==> config.mk <==
export PLATFORM = sky130hd
export DESIGN_NAME = retry_backoff_delay
export DESIGN_NICKNAME = d
export VERILOG_FILES = /design/src/rtl/rbd_pkg.sv /design/src/rtl/retry_backoff_delay.sv /design/src/rtl/rbd_cfg.sv /design/src/rtl/rbd_dpath.sv /design/src/rtl/rbd_ctrl.sv
export SDC_FILE = /design/constraint.sdc
export NUM_CORES = 2
export LEC_CHECK = 0
export BUFFER_PORTS_ARGS = -buffer_cell sky130_fd_sc_hd__buf_2
export CAP_MARGIN = 0
export CELL_PAD_IN_SITES_DETAIL_PLACEMENT = 1
export CELL_PAD_IN_SITES_GLOBAL_PLACEMENT = 2
export CORE_MARGIN = 1
export CORE_UTILIZATION = 35
export CTS_CLUSTER_SIZE = 16
export DETAILED_ROUTE_END_ITERATION = 12
export PLACE_DENSITY_LB_ADDON = 0.1
export RECOVER_POWER = 100
export SETUP_SLACK_MARGIN = 0.15
export SYNTH_ARGS = -nofsm -noshare
export SYNTH_HDL_FRONTEND = slang
export SYNTH_HIERARCHICAL = 1
export SYNTH_SLANG_ARGS = --single-unit
==> constraint.sdc <==
create_clock -name clk -period 23.8 [get_ports clk]
set_clock_uncertainty 0.1 [all_clocks]
set_input_delay 4.76 -clock clk [delete_from_list [all_inputs] [get_ports clk]]
set_output_delay 4.76 -clock clk [all_outputs]
set_load 0.01 [all_outputs]
==> src/rtl/rbd_pkg.sv <==
// ----------------------------------------------------------------------------
// rbd_pkg
// Shared types, codes and constants of the retry backoff delay block.
// ----------------------------------------------------------------------------
package rbd_pkg;

  localparam int DELAY_BITS_DEF     = 32;
  localparam int ATTEMPT_BITS_DEF   = 8;
  localparam int MULT_FRAC_BITS_DEF = 8;

  localparam int POLICY_BITS    = 3;
  localparam int MULT_BITS      = 16;
  localparam int FRAC_BITS      = 16;
  localparam int CFG_IDX_BITS   = 3;
  localparam int MUL_CHUNK_BITS = 48;

  localparam logic [POLICY_BITS-1:0] POL_NONE   = 3'd0;
  localparam logic [POLICY_BITS-1:0] POL_FIXED  = 3'd1;
  localparam logic [POLICY_BITS-1:0] POL_LINEAR = 3'd2;
  localparam logic [POLICY_BITS-1:0] POL_EXP    = 3'd3;
  localparam logic [POLICY_BITS-1:0] POL_FIB    = 3'd4;

  localparam logic [CFG_IDX_BITS-1:0] REG_POLICY      = 3'd0;
  localparam logic [CFG_IDX_BITS-1:0] REG_BASE_DELAY  = 3'd1;
  localparam logic [CFG_IDX_BITS-1:0] REG_MULTIPLIER  = 3'd2;
  localparam logic [CFG_IDX_BITS-1:0] REG_MAX_DELAY   = 3'd3;
  localparam logic [CFG_IDX_BITS-1:0] REG_MAX_ATTEMPT = 3'd4;
  localparam logic [CFG_IDX_BITS-1:0] REG_USE_BREAKER = 3'd5;

  localparam int POLICY_RST      = 3;
  localparam int BASE_DELAY_RST  = 100;
  localparam int MULTIPLIER_RST  = 512;
  localparam int MAX_DELAY_RST   = 30000;
  localparam int MAX_ATTEMPT_RST = 3;
  localparam int USE_BREAKER_RST = 1;

  typedef enum logic [1:0] {
    ST_IDLE,
    ST_RUN,
    ST_FINISH
  } state_t;

  typedef struct packed {
    logic start;
    logic step;
    logic load_out;
  } cmd_t;

  typedef struct packed {
    logic work_done;
  } status_t;

endpackage

==> src/rtl/retry_backoff_delay.sv <==
// ----------------------------------------------------------------------------
// retry_backoff_delay
// Retry delay and retry decision for a failed attempt, under a none, fixed,
// linear, exponential or Fibonacci policy, clamped to a maximum delay.
//
//   channel  dir  fields (low bit up)
//   in_      in   tdata: attempt, error_present, breaker_open
//   out_     out  tdata: wait_ms, retry_allowed
//   cfg_     in   cfg_index, cfg_data (policy .. use_breaker, index 0..5)
//
// Linear and Fibonacci take one saturating add per term and end early at
// the clamp; exponential takes one 48x16 partial product per cycle in the
// multiply-accumulate unit. Reset is synchronous; no clearing pass. The
// next item is taken while a result waits on out_; a stalled result holds
// the controller in finish.
// ----------------------------------------------------------------------------
module retry_backoff_delay #(
  parameter int DELAY_BITS     = rbd_pkg::DELAY_BITS_DEF,
  parameter int ATTEMPT_BITS   = rbd_pkg::ATTEMPT_BITS_DEF,
  parameter int MULT_FRAC_BITS = rbd_pkg::MULT_FRAC_BITS_DEF
) (
  input  logic                                       clk,
  input  logic                                       rst_n,
  input  logic                                       in_tvalid,
  output logic                                       in_tready,
  // attempt, error_present, breaker_open
  input  logic [((ATTEMPT_BITS + 2 + 7) / 8) * 8-1:0] in_tdata,
  output logic                                       out_tvalid,
  input  logic                                       out_tready,
  // wait_ms, retry_allowed
  output logic [((DELAY_BITS + 1 + 7) / 8) * 8-1:0]   out_tdata,
  input  logic                                       cfg_valid,
  output logic                                       cfg_ready,
  input  logic [rbd_pkg::CFG_IDX_BITS-1:0]           cfg_index,
  input  logic [DELAY_BITS-1:0]                      cfg_data
);
  import rbd_pkg::*;

  localparam int OUT_W = ((DELAY_BITS + 1 + 7) / 8) * 8;

  logic [POLICY_BITS-1:0]  policy;
  logic [DELAY_BITS-1:0]   base_wait;
  logic [MULT_BITS-1:0]    mult_factor;
  logic [DELAY_BITS-1:0]   max_wait;
  logic [ATTEMPT_BITS-1:0] max_attempts;
  logic                    use_breaker;
  cmd_t                    cmd;
  status_t                 status;
  logic [DELAY_BITS-1:0]   wait_ms;
  logic                    retry_allowed;

  rbd_cfg #(
    .DELAY_BITS  (DELAY_BITS),
    .ATTEMPT_BITS(ATTEMPT_BITS)
  ) u_cfg (
    .clk         (clk),
    .rst_n       (rst_n),
    .cfg_valid   (cfg_valid),
    .cfg_ready   (cfg_ready),
    .cfg_index   (cfg_index),
    .cfg_data    (cfg_data),
    .policy      (policy),
    .base_wait   (base_wait),
    .mult_factor (mult_factor),
    .max_wait    (max_wait),
    .max_attempts(max_attempts),
    .use_breaker (use_breaker)
  );

  rbd_ctrl u_ctrl (
    .clk       (clk),
    .rst_n     (rst_n),
    .in_tvalid (in_tvalid),
    .in_tready (in_tready),
    .out_tvalid(out_tvalid),
    .out_tready(out_tready),
    .status    (status),
    .cmd       (cmd)
  );

  rbd_dpath #(
    .DELAY_BITS    (DELAY_BITS),
    .ATTEMPT_BITS  (ATTEMPT_BITS),
    .MULT_FRAC_BITS(MULT_FRAC_BITS)
  ) u_dpath (
    .clk             (clk),
    .rst_n           (rst_n),
    .cmd             (cmd),
    .status          (status),
    .in_attempt      (in_tdata[ATTEMPT_BITS-1:0]),
    .in_error_present(in_tdata[ATTEMPT_BITS]),
    .in_breaker_open (in_tdata[ATTEMPT_BITS+1]),
    .policy          (policy),
    .base_wait       (base_wait),
    .mult_factor     (mult_factor),
    .max_wait        (max_wait),
    .max_attempts    (max_attempts),
    .use_breaker     (use_breaker),
    .wait_ms         (wait_ms),
    .retry_allowed   (retry_allowed)
  );

  assign out_tdata = OUT_W'({retry_allowed, wait_ms});

endmodule

==> src/rtl/rbd_cfg.sv <==
// ----------------------------------------------------------------------------
// rbd_cfg
// Configuration register file, written by index over the cfg channel.
// ----------------------------------------------------------------------------
module rbd_cfg #(
  parameter int DELAY_BITS   = rbd_pkg::DELAY_BITS_DEF,
  parameter int ATTEMPT_BITS = rbd_pkg::ATTEMPT_BITS_DEF
) (
  input  logic                             clk,
  input  logic                             rst_n,
  input  logic                             cfg_valid,
  output logic                             cfg_ready,
  input  logic [rbd_pkg::CFG_IDX_BITS-1:0] cfg_index,
  input  logic [DELAY_BITS-1:0]            cfg_data,
  output logic [rbd_pkg::POLICY_BITS-1:0]  policy,
  output logic [DELAY_BITS-1:0]            base_wait,
  output logic [rbd_pkg::MULT_BITS-1:0]    mult_factor,
  output logic [DELAY_BITS-1:0]            max_wait,
  output logic [ATTEMPT_BITS-1:0]          max_attempts,
  output logic                             use_breaker
);
  import rbd_pkg::*;

  logic [POLICY_BITS-1:0]  policy_r;
  logic [DELAY_BITS-1:0]   base_r;
  logic [MULT_BITS-1:0]    mult_r;
  logic [DELAY_BITS-1:0]   max_delay_r;
  logic [ATTEMPT_BITS-1:0] max_att_r;
  logic                    breaker_r;

  assign cfg_ready = 1'b1;

  always_ff @(posedge clk) begin
    if (!rst_n) begin
      policy_r    <= POLICY_BITS'(POLICY_RST);
      base_r      <= DELAY_BITS'(BASE_DELAY_RST);
      mult_r      <= MULT_BITS'(MULTIPLIER_RST);
      max_delay_r <= DELAY_BITS'(MAX_DELAY_RST);
      max_att_r   <= ATTEMPT_BITS'(MAX_ATTEMPT_RST);
      breaker_r   <= 1'(USE_BREAKER_RST);
    end else if (cfg_valid && cfg_ready) begin
      case (cfg_index)
        REG_POLICY:      policy_r    <= cfg_data[POLICY_BITS-1:0];
        REG_BASE_DELAY:  base_r      <= cfg_data;
        REG_MULTIPLIER:  mult_r      <= cfg_data[MULT_BITS-1:0];
        REG_MAX_DELAY:   max_delay_r <= cfg_data;
        REG_MAX_ATTEMPT: max_att_r   <= cfg_data[ATTEMPT_BITS-1:0];
        REG_USE_BREAKER: breaker_r   <= cfg_data[0];
        default: ;
      endcase
    end
  end

  assign policy       = policy_r;
  assign base_wait    = base_r;
  assign mult_factor  = mult_r;
  assign max_wait     = max_delay_r;
  assign max_attempts = max_att_r;
  assign use_breaker  = breaker_r;

endmodule

==> src/rtl/rbd_dpath.sv <==
// ----------------------------------------------------------------------------
// rbd_dpath
// Delay datapath: chunked multiply-accumulate for exponential growth,
// saturating adder for linear and Fibonacci series, result register.
// ----------------------------------------------------------------------------
module rbd_dpath #(
  parameter int DELAY_BITS     = rbd_pkg::DELAY_BITS_DEF,
  parameter int ATTEMPT_BITS   = rbd_pkg::ATTEMPT_BITS_DEF,
  parameter int MULT_FRAC_BITS = rbd_pkg::MULT_FRAC_BITS_DEF
) (
  input  logic                            clk,
  input  logic                            rst_n,
  input  rbd_pkg::cmd_t                   cmd,
  output rbd_pkg::status_t                status,
  input  logic [ATTEMPT_BITS-1:0]         in_attempt,
  input  logic                            in_error_present,
  input  logic                            in_breaker_open,
  input  logic [rbd_pkg::POLICY_BITS-1:0] policy,
  input  logic [DELAY_BITS-1:0]           base_wait,
  input  logic [rbd_pkg::MULT_BITS-1:0]   mult_factor,
  input  logic [DELAY_BITS-1:0]           max_wait,
  input  logic [ATTEMPT_BITS-1:0]         max_attempts,
  input  logic                            use_breaker,
  output logic [DELAY_BITS-1:0]           wait_ms,
  output logic                            retry_allowed
);
  import rbd_pkg::*;

  localparam int VIN_W   = DELAY_BITS + FRAC_BITS;
  localparam int NCH     = (VIN_W + MUL_CHUNK_BITS - 1) / MUL_CHUNK_BITS;
  localparam int PAD_W   = NCH * MUL_CHUNK_BITS;
  localparam int PROD_W  = MUL_CHUNK_BITS + MULT_BITS;
  localparam int ACC_W   = PAD_W + MULT_BITS;
  localparam int VAL_W   = VIN_W + MULT_BITS - MULT_FRAC_BITS;
  localparam int WHOLE_W = VAL_W - FRAC_BITS;
  localparam int CI_W    = (NCH > 1) ? $clog2(NCH) : 1;

  logic [ATTEMPT_BITS-1:0]   att_r;
  logic [ATTEMPT_BITS-1:0]   cnt_r;
  logic [CI_W-1:0]           chunk_r;
  logic                      retry_r;
  logic [ACC_W-1:0]          acc_r;
  logic [VAL_W-1:0]          val_r;
  logic [DELAY_BITS-1:0]     prev_r;
  logic [DELAY_BITS-1:0]     cur_r;
  logic [DELAY_BITS-1:0]     dout_delay_r;
  logic                      dout_retry_r;

  logic [ACC_W-1:0]          acc_nxt;
  logic [WHOLE_W-1:0]        whole;
  logic [WHOLE_W-1:0]        cap_w;
  logic [PAD_W-1:0]          vpad;
  logic [MUL_CHUNK_BITS-1:0] mul_a;
  logic [PROD_W-1:0]         prod;
  logic                      growing;
  logic                      exp_mode;
  logic                      add_mode;
  logic                      chunk_last;
  logic                      exp_done;
  logic                      add_done;
  logic [DELAY_BITS:0]       add_sum;
  logic [DELAY_BITS-1:0]     add_sat;
  logic [DELAY_BITS-1:0]     res_delay;
  logic                      retry_ok;

  assign whole      = val_r[VAL_W-1:FRAC_BITS];
  assign cap_w      = WHOLE_W'(max_wait);
  assign growing    = (mult_factor >> MULT_FRAC_BITS) != '0;
  assign exp_mode   = (policy == POL_EXP);
  assign add_mode   = (policy == POL_LINEAR) || (policy == POL_FIB);
  assign chunk_last = (chunk_r == CI_W'(NCH - 1));

  // one chunk of the fixed-point value times the multiplier per cycle
  assign vpad    = PAD_W'(val_r[VIN_W-1:0]);
  assign mul_a   = vpad[chunk_r * MUL_CHUNK_BITS +: MUL_CHUNK_BITS];
  assign prod    = PROD_W'(mul_a) * PROD_W'(mult_factor);
  assign acc_nxt = acc_r + (ACC_W'(prod) << (chunk_r * MUL_CHUNK_BITS));

  assign exp_done = (cnt_r == att_r) || (growing && (whole >= cap_w)) || (val_r == '0);

  always_comb begin
    if (policy == POL_LINEAR) begin
      add_sum = {1'b0, cur_r} + {1'b0, base_wait};
    end else begin
      add_sum = {1'b0, prev_r} + {1'b0, cur_r};
    end
    add_sat = (add_sum >= {1'b0, max_wait}) ? max_wait : add_sum[DELAY_BITS-1:0];
  end

  assign add_done = (cnt_r == att_r) || (cur_r >= max_wait);

  always_comb begin
    if (exp_mode) begin
      status.work_done = (chunk_r == '0) && exp_done;
    end else if (add_mode) begin
      status.work_done = add_done;
    end else begin
      status.work_done = 1'b1;
    end
  end

  always_comb begin
    case (policy)
      POL_NONE: res_delay = '0;
      POL_LINEAR, POL_FIB: begin
        res_delay = (cur_r >= max_wait) ? max_wait : cur_r;
      end
      POL_EXP: begin
        res_delay = (whole >= cap_w) ? max_wait : whole[DELAY_BITS-1:0];
      end
      default: begin
        res_delay = (base_wait >= max_wait) ? max_wait : base_wait;
      end
    endcase
  end

  assign retry_ok = (policy != POL_NONE) && (in_attempt < max_attempts) &&
                    !(use_breaker && in_breaker_open) && in_error_present;

  always_ff @(posedge clk) begin
    if (!rst_n) begin
      att_r   <= '0;
      cnt_r   <= '0;
      chunk_r <= '0;
    end else if (cmd.start) begin
      att_r   <= in_attempt;
      cnt_r   <= '0;
      chunk_r <= '0;
    end else if (cmd.step) begin
      if (exp_mode && !chunk_last) begin
        chunk_r <= chunk_r + 1'b1;
      end else begin
        chunk_r <= '0;
        cnt_r   <= cnt_r + 1'b1;
      end
    end
  end

  always_ff @(posedge clk) begin
    if (cmd.start) begin
      retry_r <= retry_ok;
      acc_r   <= '0;
      val_r   <= VAL_W'({base_wait, {FRAC_BITS{1'b0}}});
      prev_r  <= base_wait;
      cur_r   <= base_wait;
    end else if (cmd.step) begin
      if (exp_mode) begin
        if (chunk_last) begin
          val_r <= acc_nxt[MULT_FRAC_BITS +: VAL_W];
          acc_r <= '0;
        end else begin
          acc_r <= acc_nxt;
        end
      end else begin
        prev_r <= cur_r;
        cur_r  <= add_sat;
      end
    end
    if (cmd.load_out) begin
      dout_delay_r <= res_delay;
      dout_retry_r <= retry_r;
    end
  end

  assign wait_ms       = dout_delay_r;
  assign retry_allowed = dout_retry_r;

  a_cnt_bound: assert property (@(posedge clk) disable iff (!rst_n)
    cnt_r <= att_r)
    else $error("step count ran past the attempt number");

  a_start_clear: assert property (@(posedge clk) disable iff (!rst_n)
    cmd.start |=> (cnt_r == '0) && (chunk_r == '0))
    else $error("counters not cleared on new item");

  a_chunk_bound: assert property (@(posedge clk) disable iff (!rst_n)
    chunk_r <= CI_W'(NCH - 1))
    else $error("chunk index out of range");

endmodule

==> src/rtl/rbd_ctrl.sv <==
// ----------------------------------------------------------------------------
// rbd_ctrl
// Controller: takes an item, steps the datapath until done, hands the result
// to the output register when it is free.
// ----------------------------------------------------------------------------
module rbd_ctrl (
  input  logic             clk,
  input  logic             rst_n,
  input  logic             in_tvalid,
  output logic             in_tready,
  output logic             out_tvalid,
  input  logic             out_tready,
  input  rbd_pkg::status_t status,
  output rbd_pkg::cmd_t    cmd
);
  import rbd_pkg::*;

  state_t state_r;
  state_t state_nxt;
  logic   out_valid_r;
  logic   out_valid_nxt;

  always_comb begin
    state_nxt = state_r;
    case (state_r)
      ST_IDLE:   if (in_tvalid) state_nxt = ST_RUN;
      ST_RUN:    if (status.work_done) state_nxt = ST_FINISH;
      ST_FINISH: if (!out_valid_r || out_tready) state_nxt = ST_IDLE;
      default:   state_nxt = ST_IDLE;
    endcase
  end

  always_comb begin
    cmd       = '0;
    in_tready = 1'b0;
    case (state_r)
      ST_IDLE: begin
        in_tready = 1'b1;
        cmd.start = in_tvalid;
      end
      ST_RUN:    cmd.step     = !status.work_done;
      ST_FINISH: cmd.load_out = !out_valid_r || out_tready;
      default: ;
    endcase
  end

  assign out_valid_nxt = cmd.load_out || (out_valid_r && !out_tready);

  always_ff @(posedge clk) begin
    if (!rst_n) begin
      state_r     <= ST_IDLE;
      out_valid_r <= 1'b0;
    end else begin
      state_r     <= state_nxt;
      out_valid_r <= out_valid_nxt;
    end
  end

  assign out_tvalid = out_valid_r;

  a_busy_after_take: assert property (@(posedge clk) disable iff (!rst_n)
    in_tvalid && in_tready |=> (state_r == ST_RUN) && !in_tready)
    else $error("input taken while an item is in progress");

  a_load_shows: assert property (@(posedge clk) disable iff (!rst_n)
    cmd.load_out |=> out_tvalid)
    else $error("loaded result not presented");

  a_no_overwrite: assert property (@(posedge clk) disable iff (!rst_n)
    out_tvalid && !out_tready |-> !cmd.load_out)
    else $error("pending result overwritten");

endmodule
==> results.tsv <==
metric	value	unit
outcome	finished, violations left	
violations	capacitance limit, slew limit	
via_per_inst	5.28	
cts_resized	0	
reg2reg_depth	34	
drive_above_1_share	0.0547	
synth_top_area_share	0.272	
slew-limit-headroom	-2.00	
power_density	49.7	nW/um^2
reg2reg_slack	8770	ps
power_leakage	23.1	nW
path_buf_inv	4	
cts_setup_buffers	0	
synth-seq-area-share	0.167	
slew_viol_final	604	
grt_pass1_vias	41300	
async_reset_ff_frac	0	
period_share	0.632	
rsz0062_at_grt	false	
diodes	0	
syn_inst	5450	
crit_family	compound AO/OA/AOI/OAI gates	
drt_iter0_markers	1963	
fin_util	0.380	
pre_cts_ws	11720	ps
cts_root_buf	clkbuf_16	
die_w	370	um
synthesis.area	47400	um^2
synth.most_common_cell	nand2_1	
irDropWorstVdd	0.0000703	V
yosysTopAreaCell	fa_1	
worstReg2RegEnd	u_dpath/acc_r[63]	
nets	6452	
setup_viol	0	
layout_setup_ws	8770	ps
max-cap-violations	12	
whs	324	ps
ys.flop_type	dfxtp_1	
start_kind	flop	
drt.antenna.violating_nets	0	
start_util	0.354	
hold_path_class	reg2reg	
grt_pass1_wl	263000	um
grt-ovfl-total	0	
track_usage	0.252	
grt_max_degree	84	
area_growth	7.23	%
syn_avg_cell_area	8.70	um^2
yosysUniqueCellTypes	82	
cts.htree.levels	2	
crit_start	u_dpath/chunk_r	
synth.top_cells.by_area	fa_1 27%, ha_1 9.9%, dfxtp_1 8.4%	
cts.sinks	330	
hold_violations	0	
cts_made_buffers	40	
crit_top_cell	fa_1	
fmax	0.0665	GHz
die-area	137000	um^2
tns	0	ps
critPathMaxFanout	57	
worstPathRequired	24190	ps
clock_latency	590	ps
crit_slowest_cell	dfxtp_1	
fill_cells	15800	
drt-total-wl	170000	um
clock_path_buffers	3	
synth_warnings	6	
cp_num_cells	34	
ys_ff_latch	330	
vias	37900	
p_total	2.53	mW
first_pass_iters	5	
detail_route.drc_violations	0	
endpoint	u_dpath/acc_r[63]	
synth_commonest_cells	914 x nand2_1, 793 x inv_1, 644 x fa_1	
cts_hold_buffers	0	
max_stage_delay	2040	ps
wl_per_cell	23.7	um
clk_pin_slew_worst_paths	70	ps
r2r-start	u_dpath/chunk_r	
place_congestion	0.879	
antenna_found_initial	2	
critical_path_arrival	15430	ps
dp_hpwl	133000	um
portBuffers	84	
die_h	370	um
end_kind	flop	
worst_pin_slew	4490	ps
period_minus_slack	15030	ps
cts_tree	built	
fp-row-count	134	
path_class	reg2reg	
io_pins	99	
synth_edf_count	130	
core	134000	um^2
[worst min path at each step]
stage / startpoint / endpoint / slack, ps / cells past startpoint
after global placement: u_dpath/retry_r / u_dpath/retry_allowed / 310 / 0
final: u_dpath/retry_r / u_dpath/retry_allowed / 320 / 0
after global routing: u_dpath/retry_r / u_dpath/retry_allowed / 330 / 0
after CTS: u_dpath/retry_r / u_dpath/retry_allowed / 330 / 0
after floorplan: u_dpath/retry_r / u_dpath/retry_allowed / 300 / 0
after detailed placement: u_dpath/retry_r / u_dpath/retry_allowed / 310 / 0
[placed cells by master, fill, tap and decap left out, types with 15 or more instances in the layout]
cell,netlist,routed
o21bai_1,32,31
a21o_1,133,133
nand2_1,914,913
ha_1,374,374
nand2b_1,31,31
and2_1,256,249
fa_1,644,644
inv_1,793,793
edfxtp_1,130,130
buf_2,13,46
a21oi_1,214,215
xnor2_1,99,99
nor2_1,192,188
and3_1,15,15
a22o_1,28,28
a211oi_1,16,17
o221ai_1,36,36
xor2_1,63,64
nor2b_1,114,110
buf_4,11,80
nand4_1,67,67
nand3_1,47,47
a31oi_1,19,19
nor4_1,26,26
dfxtp_1,200,184
mux2i_1,201,200
nor3_1,29,28
mux2_2,68,68
a22oi_1,35,35
clkbuf_16,0,42
o21a_1,19,19
clkbuf_1,261,65
o21ai_0,211,211
[report_power, final]
part | internal [mW] | switching [mW] | total (mW)
Sequential | 0.645 | 0.0493 | 0.694
Combinational | 0.431 | 0.760 | 1.19
Clock | 0.365 | 0.277 | 0.641
[sequential cells by signal (all words and copies together), names as in the netlist, 2 cells and up]
| register | flops |
|---|---|
| u_dpath/cur_r | 32 |
| u_cfg/max_attempts | 8 |
| u_dpath/att_r | 8 |
| u_dpath/prev_r | 32 |
| u_dpath/wait_ms | 32 |
| u_cfg/base_wait | 32 |
| u_cfg/max_wait | 32 |
| u_dpath/val_r | 56 |
| u_cfg/policy | 3 |
| u_cfg/mult_factor | 16 |
| u_dpath/acc_r | 64 |
| u_dpath/cnt_r | 8 |
| u_ctrl/state_r | 2 |
[final cells by class]
type                       instances  area (um^2)  area share
multi-input combinational       4035        35400       0.696
inverter                         793         2980      0.0585
clock inverter                    17          183     0.00359
tap                             1768         2210      0.0435
sequential                       330         7940       0.156
timing repair buffer             178         1030      0.0202
clock buffer                      57         1130      0.0222
[through the flow]
stage                     instance area, um^2  std cells
after floorplan                         47500       5456
after global placement                  49700       7104
after detailed placement                49700       7104
after CTS                               51000       7178
after global routing                    50900       7178
final                                   50900       7178
[cell families after synthesis]
logic type,synth area share
other cells,0.000158
fa+ha+maj,0.370
mux,0.0586
simple gates,0.171
compound gates,0.115
xor+xnor,0.0303
flops,0.167
buf+inv,0.0882
[routing by layer]
| metal | wire (um) | vias to the layer above | GRT usage |
|---|---|---|---|
| li1 | - | 17500 | - |
| met1 | 80300 | 19700 | 0.349 |
| met2 | 82000 | 505 | 0.432 |
| met3 | 4650 | 159 | 0.0184 |
| met4 | 3200 | 0 | 0.0463 |
| met5 | 0 | - | 0 |
No activity file was read; power rests on OpenSTA's default activity.
